**config.mk**
```make
export PLATFORM = sky130hd
export DESIGN_NAME = page_table_assoc_lookup
export DESIGN_NICKNAME = d
export VERILOG_FILES = /design/src/rtl/ptal_pkg.sv /design/src/rtl/ptal_cell.sv /design/src/rtl/page_table_assoc_lookup.sv
export SDC_FILE = /design/constraint.sdc
export NUM_CORES = 2
export LEC_CHECK = 0
export ABC_AREA = 1
export BUFFER_PORTS_ARGS = -buffer_cell sky130_fd_sc_hd__buf_2
export CAP_MARGIN = 20
export CELL_PAD_IN_SITES_DETAIL_PLACEMENT = 0
export CELL_PAD_IN_SITES_GLOBAL_PLACEMENT = 1
export CORE_MARGIN = 2
export CORE_UTILIZATION = 30
export CTS_CLUSTER_DIAMETER = 50
export DETAILED_ROUTE_END_ITERATION = 7
export PLACE_DENSITY_LB_ADDON = 0.1
export SKIP_CTS_REPAIR_TIMING = 1
export SLEW_MARGIN = 20
export SYNTH_ARGS = -nofsm -noshare
export SYNTH_HDL_FRONTEND = slang
export SYNTH_SLANG_ARGS = --single-unit
```
**constraint.sdc**
```tcl
create_clock -name i_clk -period 11.8 [get_ports i_clk]
set_clock_uncertainty 0.15 [all_clocks]
set_input_delay 0.59 -clock i_clk [delete_from_list [all_inputs] [get_ports i_clk]]
set_output_delay 0.59 -clock i_clk [all_outputs]
set_load 0.02 [all_outputs]
```
**src/rtl/ptal_pkg.sv**
```systemverilog
// Shared constants, codes and types of the page word associative memory.
package ptal_pkg;

    localparam int ENTRIES    = 16;
    localparam int IDX_W      = $clog2(ENTRIES);
    localparam int USE_W      = IDX_W;
    localparam int SEG_W      = 15;
    localparam int OFF_W      = 18;
    localparam int PAGE_SHIFT = 6;
    localparam int PAGE_W     = OFF_W - PAGE_SHIFT;
    localparam int FRAME_W    = 18;
    localparam int OUT_IDX_W  = 4;

    localparam logic [PAGE_W-1:0] PAGE_MASK = PAGE_W'(12'o7760);
    localparam logic [USE_W-1:0]  USE_MAX   = USE_W'(ENTRIES - 1);

    // request codes
    localparam logic [1:0] REQ_LOOKUP = 2'd0;
    localparam logic [1:0] REQ_FILL   = 2'd1;
    localparam logic [1:0] REQ_FLUSH  = 2'd2;

    // configuration register indexes
    localparam logic CFG_WAM_ENABLE      = 1'b0;
    localparam logic CFG_PAGE_WAM_ENABLE = 1'b1;

    // update commands broadcast to every cell
    localparam logic [1:0] UPD_NONE  = 2'd0;
    localparam logic [1:0] UPD_TOUCH = 2'd1;
    localparam logic [1:0] UPD_FILL  = 2'd2;
    localparam logic [1:0] UPD_FLUSH = 2'd3;

    typedef struct packed {
        logic              fill;
        logic [SEG_W-1:0]  seg;
        logic [PAGE_W-1:0] page;
    } t_key;

    // search token that walks the chain one cell per cycle
    typedef struct packed {
        logic               active;
        logic               found;
        logic [IDX_W-1:0]   idx;
        logic [USE_W-1:0]   usage;
        logic [FRAME_W-1:0] frame;
        logic               used;
        logic               modified;
    } t_pkt;

    typedef struct packed {
        logic [1:0]         op;
        logic [IDX_W-1:0]   idx;
        logic [USE_W-1:0]   ref_usage;
        logic [SEG_W-1:0]   seg;
        logic [PAGE_W-1:0]  page;
        logic [FRAME_W-1:0] frame;
        logic               used;
        logic               modified;
    } t_upd;

endpackage

```
**src/rtl/ptal_cell.sv**
```systemverilog
// One entry of the associative memory: tags, page word, usage count and a token stage.
module ptal_cell import ptal_pkg::*; (
    input  logic             i_clk,
    input  logic             i_rst_n,
    input  logic [IDX_W-1:0] i_index,
    input  t_key             i_key,
    input  t_pkt             i_pkt,
    output t_pkt             o_pkt,
    input  t_upd             i_upd
);

    logic               r_valid;
    logic [USE_W-1:0]   r_usage;
    logic [SEG_W-1:0]   r_seg;
    logic [PAGE_W-1:0]  r_page;
    logic [FRAME_W-1:0] r_frame;
    logic               r_used;
    logic               r_modified;
    t_pkt               r_pkt;
    t_pkt               n_pkt;
    logic               w_take;
    logic               w_mine;

    always_comb begin
        if (i_key.fill) begin
            w_take = (r_usage == '0);
        end else begin
            w_take = r_valid && (r_seg == i_key.seg) && (r_page == i_key.page);
        end
    end

    // first taker along the chain claims the token
    always_comb begin
        n_pkt = i_pkt;
        if (i_pkt.active && !i_pkt.found && w_take) begin
            n_pkt.found    = 1'b1;
            n_pkt.idx      = i_index;
            n_pkt.usage    = r_usage;
            n_pkt.frame    = r_frame;
            n_pkt.used     = r_used;
            n_pkt.modified = r_modified;
        end
    end

    always_ff @(posedge i_clk) begin
        if (!i_rst_n) begin
            r_pkt <= '0;
        end else begin
            r_pkt <= n_pkt;
        end
    end

    assign o_pkt  = r_pkt;
    assign w_mine = (i_upd.idx == i_index);

    always_ff @(posedge i_clk) begin
        if (!i_rst_n) begin
            r_valid <= 1'b0;
            r_usage <= i_index;
        end else begin
            unique case (i_upd.op)
                UPD_FLUSH: begin
                    r_valid <= 1'b0;
                    r_usage <= i_index;
                end
                UPD_TOUCH, UPD_FILL: begin
                    if (w_mine) begin
                        r_usage <= USE_MAX;
                    end else if (r_usage > i_upd.ref_usage) begin
                        r_usage <= r_usage - USE_W'(1);
                    end
                    if (i_upd.op == UPD_FILL && w_mine) begin
                        r_valid <= 1'b1;
                    end
                end
                default: begin
                end
            endcase
        end
    end

    // tag and page word store: written on fill only
    always_ff @(posedge i_clk) begin
        if (i_upd.op == UPD_FILL && w_mine) begin
            r_seg      <= i_upd.seg;
            r_page     <= i_upd.page;
            r_frame    <= i_upd.frame;
            r_used     <= i_upd.used;
            r_modified <= i_upd.modified;
        end
    end

endmodule

```
**src/rtl/page_table_assoc_lookup.sv**
```systemverilog
// Top level: request control, cell chain, update broadcast and result register.
//
//  channel   valid        ready        payload
//  input     i_in_valid   o_in_ready   i_req_type i_segment i_word_offset i_fill_*
//  result    o_out_valid  i_out_ready  o_hit o_entry_index o_page_addr o_used o_modified
//  config    i_cfg_valid  o_cfg_ready  i_cfg_index i_cfg_data
//
// A lookup or fill sends a search token across the chain of ENTRIES cells, one cell per
// cycle; a register captures its findings, the apply state broadcasts the usage update
// and the done state registers the result. A flush goes straight to the apply state,
// type 3 and disabled requests to the done state. One item is in work at a time; the
// input is ready again once the result is registered, even while that result waits.
// Reset is synchronous: valid marks clear and usage counts load their index at once;
// no clearing pass follows.
module page_table_assoc_lookup import ptal_pkg::*; (
    input  logic                 i_clk,
    input  logic                 i_rst_n,
    input  logic                 i_in_valid,
    output logic                 o_in_ready,
    input  logic [1:0]           i_req_type,
    input  logic [SEG_W-1:0]     i_segment,
    input  logic [OFF_W-1:0]     i_word_offset,
    input  logic [FRAME_W-1:0]   i_fill_page_addr,
    input  logic                 i_fill_used,
    input  logic                 i_fill_modified,
    output logic                 o_out_valid,
    input  logic                 i_out_ready,
    output logic                 o_hit,
    output logic [OUT_IDX_W-1:0] o_entry_index,
    output logic [FRAME_W-1:0]   o_page_addr,
    output logic                 o_used,
    output logic                 o_modified,
    input  logic                 i_cfg_valid,
    output logic                 o_cfg_ready,
    input  logic                 i_cfg_index,
    input  logic                 i_cfg_data
);

    localparam logic [1:0] ST_IDLE  = 2'd0;
    localparam logic [1:0] ST_SCAN  = 2'd1;
    localparam logic [1:0] ST_APPLY = 2'd2;
    localparam logic [1:0] ST_DONE  = 2'd3;

    logic [1:0]         r_state;
    logic               r_wam_enable;
    logic               r_page_wam_enable;
    logic               r_launch;
    logic [1:0]         r_req_type;
    logic [SEG_W-1:0]   r_seg;
    logic [PAGE_W-1:0]  r_page;
    logic [FRAME_W-1:0] r_fill_frame;
    logic               r_fill_used;
    logic               r_fill_modified;
    logic               r_found;
    logic [IDX_W-1:0]   r_idx;
    logic [USE_W-1:0]   r_ref_usage;
    logic [FRAME_W-1:0] r_frame;
    logic               r_used;
    logic               r_modified;
    logic               r_out_valid;
    logic               r_hit;
    logic [OUT_IDX_W-1:0] r_entry_index;
    logic [FRAME_W-1:0] r_page_addr;
    logic               r_out_used;
    logic               r_out_modified;

    logic               w_in_acc;
    logic               w_on;
    logic               w_load;
    logic [PAGE_W-1:0]  w_page;
    logic [IDX_W+OUT_IDX_W-1:0] w_idx_ext;
    logic               w_lookup_hit;
    logic               w_show_idx;
    logic [ENTRIES-1:0] w_act;
    t_key               w_key;
    t_upd               w_upd;
    t_pkt               w_pkt [ENTRIES+1];

    assign o_in_ready = (r_state == ST_IDLE);
    assign w_in_acc   = i_in_valid && o_in_ready;
    assign w_on       = r_wam_enable && r_page_wam_enable;
    assign w_page     = i_word_offset[OFF_W-1:PAGE_SHIFT] & PAGE_MASK;

    assign o_cfg_ready = 1'b1;

    always_ff @(posedge i_clk) begin
        if (!i_rst_n) begin
            r_wam_enable      <= 1'b0;
            r_page_wam_enable <= 1'b0;
        end else if (i_cfg_valid) begin
            unique case (i_cfg_index)
                CFG_WAM_ENABLE:      r_wam_enable      <= i_cfg_data;
                CFG_PAGE_WAM_ENABLE: r_page_wam_enable <= i_cfg_data;
            endcase
        end
    end

    // hold the item for the whole search
    always_ff @(posedge i_clk) begin
        if (w_in_acc) begin
            r_req_type      <= i_req_type;
            r_seg           <= i_segment;
            r_page          <= w_page;
            r_fill_frame    <= i_fill_page_addr;
            r_fill_used     <= i_fill_used;
            r_fill_modified <= i_fill_modified;
        end
    end

    assign w_key.fill = (r_req_type == REQ_FILL);
    assign w_key.seg  = r_seg;
    assign w_key.page = r_page;

    always_comb begin
        w_pkt[0]        = '0;
        w_pkt[0].active = r_launch;
    end

    for (genvar g = 0; g < ENTRIES; g++) begin : g_cell
        ptal_cell u_cell (
            .i_clk   (i_clk),
            .i_rst_n (i_rst_n),
            .i_index (IDX_W'(g)),
            .i_key   (w_key),
            .i_pkt   (w_pkt[g]),
            .o_pkt   (w_pkt[g+1]),
            .i_upd   (w_upd)
        );
        assign w_act[g] = w_pkt[g+1].active;
    end

    assign w_load = (r_state == ST_DONE) && (!r_out_valid || i_out_ready);

    always_ff @(posedge i_clk) begin
        if (!i_rst_n) begin
            r_state  <= ST_IDLE;
            r_launch <= 1'b0;
            r_found  <= 1'b0;
        end else begin
            r_launch <= 1'b0;
            unique case (r_state)
                ST_IDLE: begin
                    if (w_in_acc) begin
                        r_found <= 1'b0;
                        if (w_on && (i_req_type == REQ_LOOKUP || i_req_type == REQ_FILL)) begin
                            r_launch <= 1'b1;
                            r_state  <= ST_SCAN;
                        end else if (w_on && i_req_type == REQ_FLUSH) begin
                            r_state <= ST_APPLY;
                        end else begin
                            r_state <= ST_DONE;
                        end
                    end
                end
                ST_SCAN: begin
                    if (w_pkt[ENTRIES].active) begin
                        r_found <= w_pkt[ENTRIES].found;
                        r_state <= ST_APPLY;
                    end
                end
                ST_APPLY: begin
                    r_state <= ST_DONE;
                end
                ST_DONE: begin
                    if (w_load) begin
                        r_state <= ST_IDLE;
                    end
                end
            endcase
        end
    end

    // capture the token's findings as it leaves the last cell
    always_ff @(posedge i_clk) begin
        if (r_state == ST_SCAN && w_pkt[ENTRIES].active) begin
            r_idx       <= w_pkt[ENTRIES].idx;
            r_ref_usage <= w_pkt[ENTRIES].usage;
            r_frame     <= w_pkt[ENTRIES].frame;
            r_used      <= w_pkt[ENTRIES].used;
            r_modified  <= w_pkt[ENTRIES].modified;
        end
    end

    always_comb begin
        w_upd.idx       = r_idx;
        w_upd.ref_usage = r_ref_usage;
        w_upd.seg       = r_seg;
        w_upd.page      = r_page;
        w_upd.frame     = r_fill_frame;
        w_upd.used      = r_fill_used;
        w_upd.modified  = r_fill_modified;
        w_upd.op        = UPD_NONE;
        if (r_state == ST_APPLY) begin
            priority if (r_req_type == REQ_FLUSH) begin
                w_upd.op = UPD_FLUSH;
            end else if (r_req_type == REQ_FILL && r_found) begin
                w_upd.op = UPD_FILL;
            end else if (r_req_type == REQ_LOOKUP && r_found) begin
                w_upd.op = UPD_TOUCH;
            end else begin
                // a miss leaves the table untouched
                w_upd.op = UPD_NONE;
            end
        end
    end

    assign w_lookup_hit = r_found && (r_req_type == REQ_LOOKUP);
    assign w_show_idx   = r_found && (r_req_type == REQ_LOOKUP || r_req_type == REQ_FILL);
    assign w_idx_ext    = {{OUT_IDX_W{1'b0}}, r_idx};

    always_ff @(posedge i_clk) begin
        if (!i_rst_n) begin
            r_out_valid <= 1'b0;
        end else if (w_load) begin
            r_out_valid <= 1'b1;
        end else if (i_out_ready) begin
            r_out_valid <= 1'b0;
        end
    end

    always_ff @(posedge i_clk) begin
        if (w_load) begin
            r_hit          <= w_lookup_hit;
            r_entry_index  <= w_show_idx ? w_idx_ext[OUT_IDX_W-1:0] : '0;
            r_page_addr    <= w_lookup_hit ? r_frame : '0;
            r_out_used     <= w_lookup_hit && r_used;
            r_out_modified <= w_lookup_hit && r_modified;
        end
    end

    assign o_out_valid   = r_out_valid;
    assign o_hit         = r_hit;
    assign o_entry_index = r_entry_index;
    assign o_page_addr   = r_page_addr;
    assign o_used        = r_out_used;
    assign o_modified    = r_out_modified;

    // at most one search token in the chain
    a_one_token: assert property (@(posedge i_clk) disable iff (!i_rst_n)
        $onehot0(w_act))
        else $error("more than one search token in the chain");

    a_token_in_scan: assert property (@(posedge i_clk) disable iff (!i_rst_n)
        w_pkt[ENTRIES].active |-> (r_state == ST_SCAN))
        else $error("search token left the chain outside a scan");

    // usage counts form a permutation, so a fill always finds a victim
    a_fill_victim: assert property (@(posedge i_clk) disable iff (!i_rst_n)
        (w_pkt[ENTRIES].active && w_key.fill) |-> w_pkt[ENTRIES].found)
        else $error("fill found no entry with usage zero");

    a_apply_once: assert property (@(posedge i_clk) disable iff (!i_rst_n)
        (r_state == ST_APPLY) |=> (r_state == ST_DONE))
        else $error("update broadcast did not end after one cycle");

endmodule
```
**Word level (Yosys, flattened, before mapping)**

Cells that the tools add are included.

- Bits of input ports: 62
- Logic and storage cells: 699
- Register bits after elaboration: 1,353

- Bitwise operators: 2
- Mux-type cells: 128
- Reductions and logical operators: 185
- Add/subtract/negate cells: 16
- Equality and inequality tests: 92
- Magnitude comparators: 16

Operators by type and width:

| operator | count |
|---|---|
| $mux W29 | 16 |
| $eq A15 B15 Y1 | 16 |
| $eq A8 B8 Y1 | 16 |
| $mux W4 | 32 |
| $pmux W4 S2 | 16 |
| $logic_and A1 B1 Y1 | 90 |
| $reduce_and A2 Y1 | 35 |
| $logic_not A4 Y1 | 17 |
| $gt A4 B4 Y1 | 16 |
| $sub A4 B1 Y4 const B | 16 |
| $ne A3 B1 Y1 const B | 16 |
| $mux W1 | 39 |
| $ne A2 B1 Y1 const B | 18 |
| $pmux W1 S2 | 17 |
| $eq A4 B4 Y1 const B | 8 |
| $reduce_or A2 Y1 | 15 |
| $eq A4 B3 Y1 const B | 4 |
| $logic_not A1 Y1 | 16 |
| $mux W2 | 7 |
| $eq A2 B2 Y1 const B | 6 |
| $reduce_and A3 Y1 | 3 |
| $eq A2 B1 Y1 const B | 4 |
| $eq A4 B2 Y1 const B | 2 |
| $pmux W2 S4 | 1 |
| 6 further kinds | 13 |

**Logic depth before layout (Yosys ltp)**

- Depth in word-level cells: 10
- Mapped depth: 18
- Mapped depth without buffers: 16

**Modules after synthesis**

Synthesis repeated with hierarchy kept, for this count alone.

- Cells, all modules: 7,059
- Area total of the unflattened synthesis: 64,187.8 µm²

Modules (own cells, without submodules):

| module | times used | cells each | area each (µm²) |
|---|---|---|---|
| ptal_cell | 16 | 427 | 3,781.1 |
| page_table_assoc_lookup | 1 | 227 | 3,689.8 |

**Worst setup path before layout**

OpenSTA, ideal clock, no wires.

- Kind: register to register
- Start point: reg r_req_type[1]
- End point: reg g_cell[15].u_cell.r_frame[0], enable pin
- Period minus slack after synthesis: 5,071 ps
- Cell stages (with the launch flop): 10
- Required time: 11,151 ps
- Arrival: 4,422 ps
- Buffers on the path: 1
- Path slack: 6,729 ps
- Cells stage by stage: edfxtp_1 > inv_1 > nand2_2 > inv_2 > buf_2 > nand2_1 > a21oi_1 > ha_1 > inv_1 > nor3_1

- Longest elaborated chain between the ends: 8

RTL lines:

| what | line | RTL |
|---|---|---|
| from (decl) | page_table_assoc_lookup.sv:48 | `logic [1:0] r_req_type;` |
| from (signal assigned) | page_table_assoc_lookup.sv:101 | `r_req_type <= i_req_type;` |
| $logic_not A2 Y1 | page_table_assoc_lookup.sv:198 | `end else if (r_req_type == REQ_LOOKUP && r_found) begin` |
| $logic_and A1 B1 Y1 | page_table_assoc_lookup.sv:198 |  |
| $mux W1 | page_table_assoc_lookup.sv:198 |  |
| $mux W2 | page_table_assoc_lookup.sv:196 | `end else if (r_req_type == REQ_FILL && r_found) begin` |
| $mux W2 (*) | page_table_assoc_lookup.sv:194 | `priority if (r_req_type == REQ_FLUSH) begin` |
| $mux W2 (*) | page_table_assoc_lookup.sv:193 | `if (r_state == ST_APPLY) begin` |
| $eq A2 B2 Y1 (*) | ptal_cell.sv:84 | `if (i_upd.op == UPD_FILL && w_mine) begin` |
| $logic_and A1 B1 Y1 (*) | ptal_cell.sv:84 |  |
| to (signal assigned) | ptal_cell.sv:87 | `r_frame <= i_upd.frame;` |
| to (decl) | ptal_cell.sv:16 | `logic [FRAME_W-1:0] r_frame;` |

Every way passes the cells marked *; elsewhere a longest branch is shown, timed or not.
A chain may end at the register's enable or synchronous reset.

**Worst setup path after layout**

- Start point: reg r_req_type[1]
- End point: reg g_cell[13].u_cell.r_valid

- Longest elaborated chain between the ends: 10

RTL lines:

| what | line | RTL |
|---|---|---|
| $logic_not A2 Y1 (*) | -- |  |
| $logic_and A1 B1 Y1 (*) | -- |  |
| via w_lookup_hit | page_table_assoc_lookup.sv:72 | `logic w_lookup_hit;` |
| $mux W1 (*) | page_table_assoc_lookup.sv:198 |  |
| $mux W2 (*) | page_table_assoc_lookup.sv:196 |  |
| $mux W2 (*) | page_table_assoc_lookup.sv:194 |  |
| $mux W2 (*) | page_table_assoc_lookup.sv:193 |  |
| $eq A2 B1 Y1 / $eq A2 B2 Y1 (equally long branches) | ptal_cell.sv:61, ptal_cell.sv:72 |  |
| $reduce_or A2 Y1 / $logic_and A1 B1 Y1 (equally long branches) | ptal_cell.sv:61, ptal_cell.sv:72 |  |
| $ne A2 B1 Y1 (no line) / $reduce_bool A2 Y1 (equally long branches) | -- |  |
| $reduce_and A2 Y1 (no line) | -- |  |
| to (signal assigned) | ptal_cell.sv:58 | `r_valid <= 1'b0;` |
| to (signal assigned) | ptal_cell.sv:63 | `r_valid <= 1'b0;` |
| to (signal assigned) | ptal_cell.sv:73 | `r_valid <= 1'b1;` |
| to (decl) | ptal_cell.sv:12 | `logic r_valid;` |

Mark *: on every way through the listed nets, which the timed path passes. The rest lies on a longest branch.

==> metrics list <==
- The first global-routing pass estimated 232000 um of wire.
- The internal portion of the total power is 8.75 mW.
- GRT Residual Overflow: 0
* Antenna-violating nets left: 0
* FMAX: 0.198 GHz
* IO buf count: 78
- The slowest stage of the critical path is the sky130_fd_sc_hd__clkinv_1 cell.
* Minimum clock period: 5050 ps
- Nature of the critical path startpoint: flop
* Share of synthesized flip-flops with an asynchronous set or reset: 0%
- For this run, the detailed router's first-pass iteration total came to 7.
* Die extent in x: 433 um
- In this run the most critical hold path is launched from i_rst_n.
* Skew-Pair Late Insertion Delay: 790 ps
* Per-cell via count in the routed design: 4.38
- Via count of the first global-routing pass: 37377
- Of the total power, the share spent switching nets is 27.2%.
* Cell accounting for the most synthesized area: sky130_fd_sc_hd__edfxtp_1
- Cell at the root of the clock tree: sky130_fd_sc_hd__clkbuf_16
- Ranked by total cell area, the synthesized netlist is headed by sky130_fd_sc_hd__edfxtp_1 43%, sky130_fd_sc_hd__dfxtp_1 20%, sky130_fd_sc_hd__nand2_1 11%, sky130_fd_sc_hd__inv_1 5.3%, sky130_fd_sc_hd__nor2_1 4.6%.
- H-tree depth: 4
- In this run the number of cells on the critical path is 13.
* Fraction of post-synthesis cell area in the top cell type by area: 42.7%
- Count of buffer and inverter cells on the critical path: 6
- Maximum buffer depth of the clock tree: 3
- The die is 433 um tall.
* Power dissipated by switching net loads: 3.28 mW
- Measured in cells, the most critical reg-to-reg path has a length of 13.
- Number of CTS-inserted buffers: 178
- Worst rel slew slack: 29.6%
- Floorplan die area: 188000 um2
* Worst reg2reg startpoint: r_req_type[1]$_DFFE_PP_
- Syn avg cell area: 9.21 um2
- For this design the static power due to leakage is 27.1 nW.
* Power density over the cells: 186 nW/um2
* Total of warnings raised by yosys: 0
- Cell count after synthesis: 5998
- Maximum number of pins on one net before global-route repair: 134
- Post-synthesis sequential area ratio: 62.7%
* Crit. End Element: flop
* Area growth from synthesis to final layout: 17.2%
* Combinational group share of total power: 11.3%
- Total DRC errors in the routed layout: 0
- TritonCTS built the clock tree.
- The flow ran to the end, and the final reports show no timing, DRC or antenna violations.
- The routed layout has 38213 vias.
- Timing analysis after detailed placement gives a worst setup slack of 6570 ps.
* Source of the critical timing path: r_req_type[1]$_DFFE_PP_
- Share of cells above drive strength 1: 8.30%
- Number of endpoints failing setup at the final stage: 0
- The number of antenna violations at the first check in global routing was 1.
- Most common cell type on the critical path: sky130_fd_sc_hd__inv_1
- Netlist Area Pre-Place: 55300 um2
- For the worst setup path, the data arrival time is 5590 ps.
* Flip-flop cell with the highest count after synthesis: sky130_fd_sc_hd__edfxtp_1
- Initial cell density of the core: 30.2%
* Part of the cycle the worst path needs: 42.8%
* Final Slew Violations: 0
* Worst vdd rail ir drop: 0.000120 V
- Routability congestion estimate: 0.754
- Summed over all nets, the half-perimeter wirelength after detailed placement is 92900 um.
- The min-delay analysis places its worst path in the category in -> reg.
- In this design, the stage delay of the slowest critical-path cell is 710 ps.
* Yosys reg bits: 1338
- The final hold violation count was 0.
* Average wire length per cell after detail routing: 17.5 um
* Worst-path clk slew: 60 ps
- Counting instances, the worst hold path has a depth of 2.
- The routed design has 153000 um of wire.
* Violation count after the first detailed-route iteration: 2124
- EDFF count, synth: 786
- The initialized floorplan defines 157 standard-cell rows.
- Fin worst setup slack: 6750 ps
- Sequential power share: 44.0%
- Transition time at the pin with the least slew margin: 1060 ps
- Fillcell total: 18701
- The most common cell in the synthesized netlist is sky130_fd_sc_hd__nand2_1.
- Maximum fanout along the worst path: 32
- The core region is 183000 um2.
- Hold is met by 85.7 ps.
- Setup repair after global routing left no endpoint under its margin.
* Final Net Count: 6279
* Netlist cell types: 36
* Gate family responsible for the most delay along the worst path: buffers and inverters
- Required @ worst endpoint: 12340 ps
- For this design, the sink count on the clock tree is 1338.
* Cells along the critical path: nor2_1 -> inv_1 -> nor2_1 -> inv_1 -> a21oi_1 -> inv_1 -> ha_1 -> buf_4 -> clkinv_1 -> buf_4 -> nand2_1 -> nand2_1 -> a21oi_1
- Overall fraction of global-route tracks in use: 16.3%
- The critical path in this run is classified as reg -> reg.
- Accumulated negative setup slack: 0 ps
* Share of total power in the clock network: 44.7%
- The number of nets in the synthesized netlist is 6163.
- Pin placement for this block handled 90 I/O pins.
* Cell types with the highest counts after synthesis: 1585 x sky130_fd_sc_hd__nand2_1, 786 x sky130_fd_sc_hd__edfxtp_1, 780 x sky130_fd_sc_hd__inv_1, 684 x sky130_fd_sc_hd__nor2_1, 552 x sky130_fd_sc_hd__dfxtp_1
* Maximum capacitance violations: 0
## worst register-to-register path, stage by stage (launching register included)
cell and delay [ps]:
sky130_fd_sc_hd__edfxtp_1 400, sky130_fd_sc_hd__nor2_1 120, sky130_fd_sc_hd__inv_1 90, sky130_fd_sc_hd__nor2_1 130
sky130_fd_sc_hd__inv_1 370, sky130_fd_sc_hd__a21oi_1 340, sky130_fd_sc_hd__inv_1 90, sky130_fd_sc_hd__ha_1 280
sky130_fd_sc_hd__buf_4 470, sky130_fd_sc_hd__clkinv_1 730, sky130_fd_sc_hd__buf_4 500, sky130_fd_sc_hd__nand2_1 300
sky130_fd_sc_hd__nand2_1 640, sky130_fd_sc_hd__a21oi_1 330
## registers in the layout, summed over array words and instances (netlist names), 4 cells and up
signal / flops
g_cell.u_cell.r_usage: 64
g_cell.u_cell.r_modified: 16
g_cell.u_cell.r_valid: 16
g_cell.u_cell.r_page: 128
r_seg: 15
r_frame: 18
o_page_addr: 18
r_fill_frame: 18
g_cell.u_cell.o_pkt: 465
g_cell.u_cell.r_seg: 240
r_page: 8
r_ref_usage: 4
o_entry_index: 4
g_cell.u_cell.r_frame: 288
g_cell.u_cell.r_used: 16
r_idx: 4
## placed cells by master (no fill, tap or decap), types with 53 or more instances in the layout
| cell | count |
|---|---|
| sky130_fd_sc_hd__a21oi_1 | 436 |
| sky130_fd_sc_hd__buf_2 | 77 |
| sky130_fd_sc_hd__buf_4 | 87 |
| sky130_fd_sc_hd__clkbuf_16 | 190 |
| sky130_fd_sc_hd__dfxtp_1 | 552 |
| sky130_fd_sc_hd__dlygate4sd3_1 | 53 |
| sky130_fd_sc_hd__edfxtp_1 | 786 |
| sky130_fd_sc_hd__ha_1 | 103 |
| sky130_fd_sc_hd__inv_1 | 778 |
| sky130_fd_sc_hd__nand2_1 | 1576 |
| sky130_fd_sc_hd__nand3_1 | 450 |
| sky130_fd_sc_hd__nand4_1 | 78 |
| sky130_fd_sc_hd__nor2_1 | 670 |
| sky130_fd_sc_hd__o21ai_0 | 115 |
## layout make-up
cell class,instances,area [um2],area share [%]
Antenna cell,1,2.50,0.00386
Clock buffer,254,5220,8.05
Clock inverter,80,748,1.16
Inverter,802,3010,4.65
Multi-Input combinational cell,3574,16400,25.4
Sequential cell,1338,34700,53.5
Tap cell,2464,3080,4.76
Timing Repair Buffer,220,1620,2.51
## per-layer routing
| metal | global-route usage (%) | wire, um | up-vias |
|---|---|---|---|
| li1 | - | - | 19588 |
| met2 | 28.2 | 74500 | 470 |
| met3 | 2.65 | 4800 | 215 |
| met5 | 0 | 0 | - |
| met1 | 21.0 | 70100 | 17940 |
| met4 | 4.34 | 3270 | 0 |
## per-stage QoR
step	utilization, %	total power, mW	instance area (um2)	instances
3_3_place_gp	31.8	6.80	58300	8344
6_report	35.4	12.0	64800	8733
5_1_grt	35.4	12.6	64800	8732
3_5_place_dp	31.8	6.80	58300	8344
4_1_cts	35.1	12.3	64200	8678
2_1_floorplan	-	6.22	55300	5998
## worst paths after layout
kind | end | slack (ps)
worst min-delay path | g_cell[11].u_cell.r_usage[1]$_SDFFE_PN1P_ | 90
worst max register to register | g_cell[13].u_cell.r_valid$_SDFFE_PN0P_ | 6750
worst min register to register | r_frame[15]$_DFFE_PP_ | 240
worst max-delay path | g_cell[13].u_cell.r_valid$_SDFFE_PN0P_ | 6750
## power groups by stage
stage	Sequential (mW)	Combinational, mW	Clock [mW]
after floorplan	5.37	0.849	0
after global routing	5.32	1.55	5.76
final	5.29	1.36	5.37
after detailed placement	5.41	1.39	0
after CTS	5.31	1.39	5.57
after global placement	5.41	1.39	0
## cell families (layout without fill, tap and decap cells)
| kind of cell | after synthesis | in the layout | share of synthesized area (%) |
|---|---|---|---|
| simple gates | 2832 | 2832 | 20.8 |
| flops | 1338 | 1338 | 62.7 |
| buf+inv | 1086 | 1356 | 8.08 |
| compound gates | 608 | 608 | 5.63 |
| fa+ha+maj | 103 | 103 | 2.33 |
| xor+xnor | 30 | 30 | 0.475 |
| other cells | 1 | 2 | 0.00679 |
(Power assumes the default switching activity.)
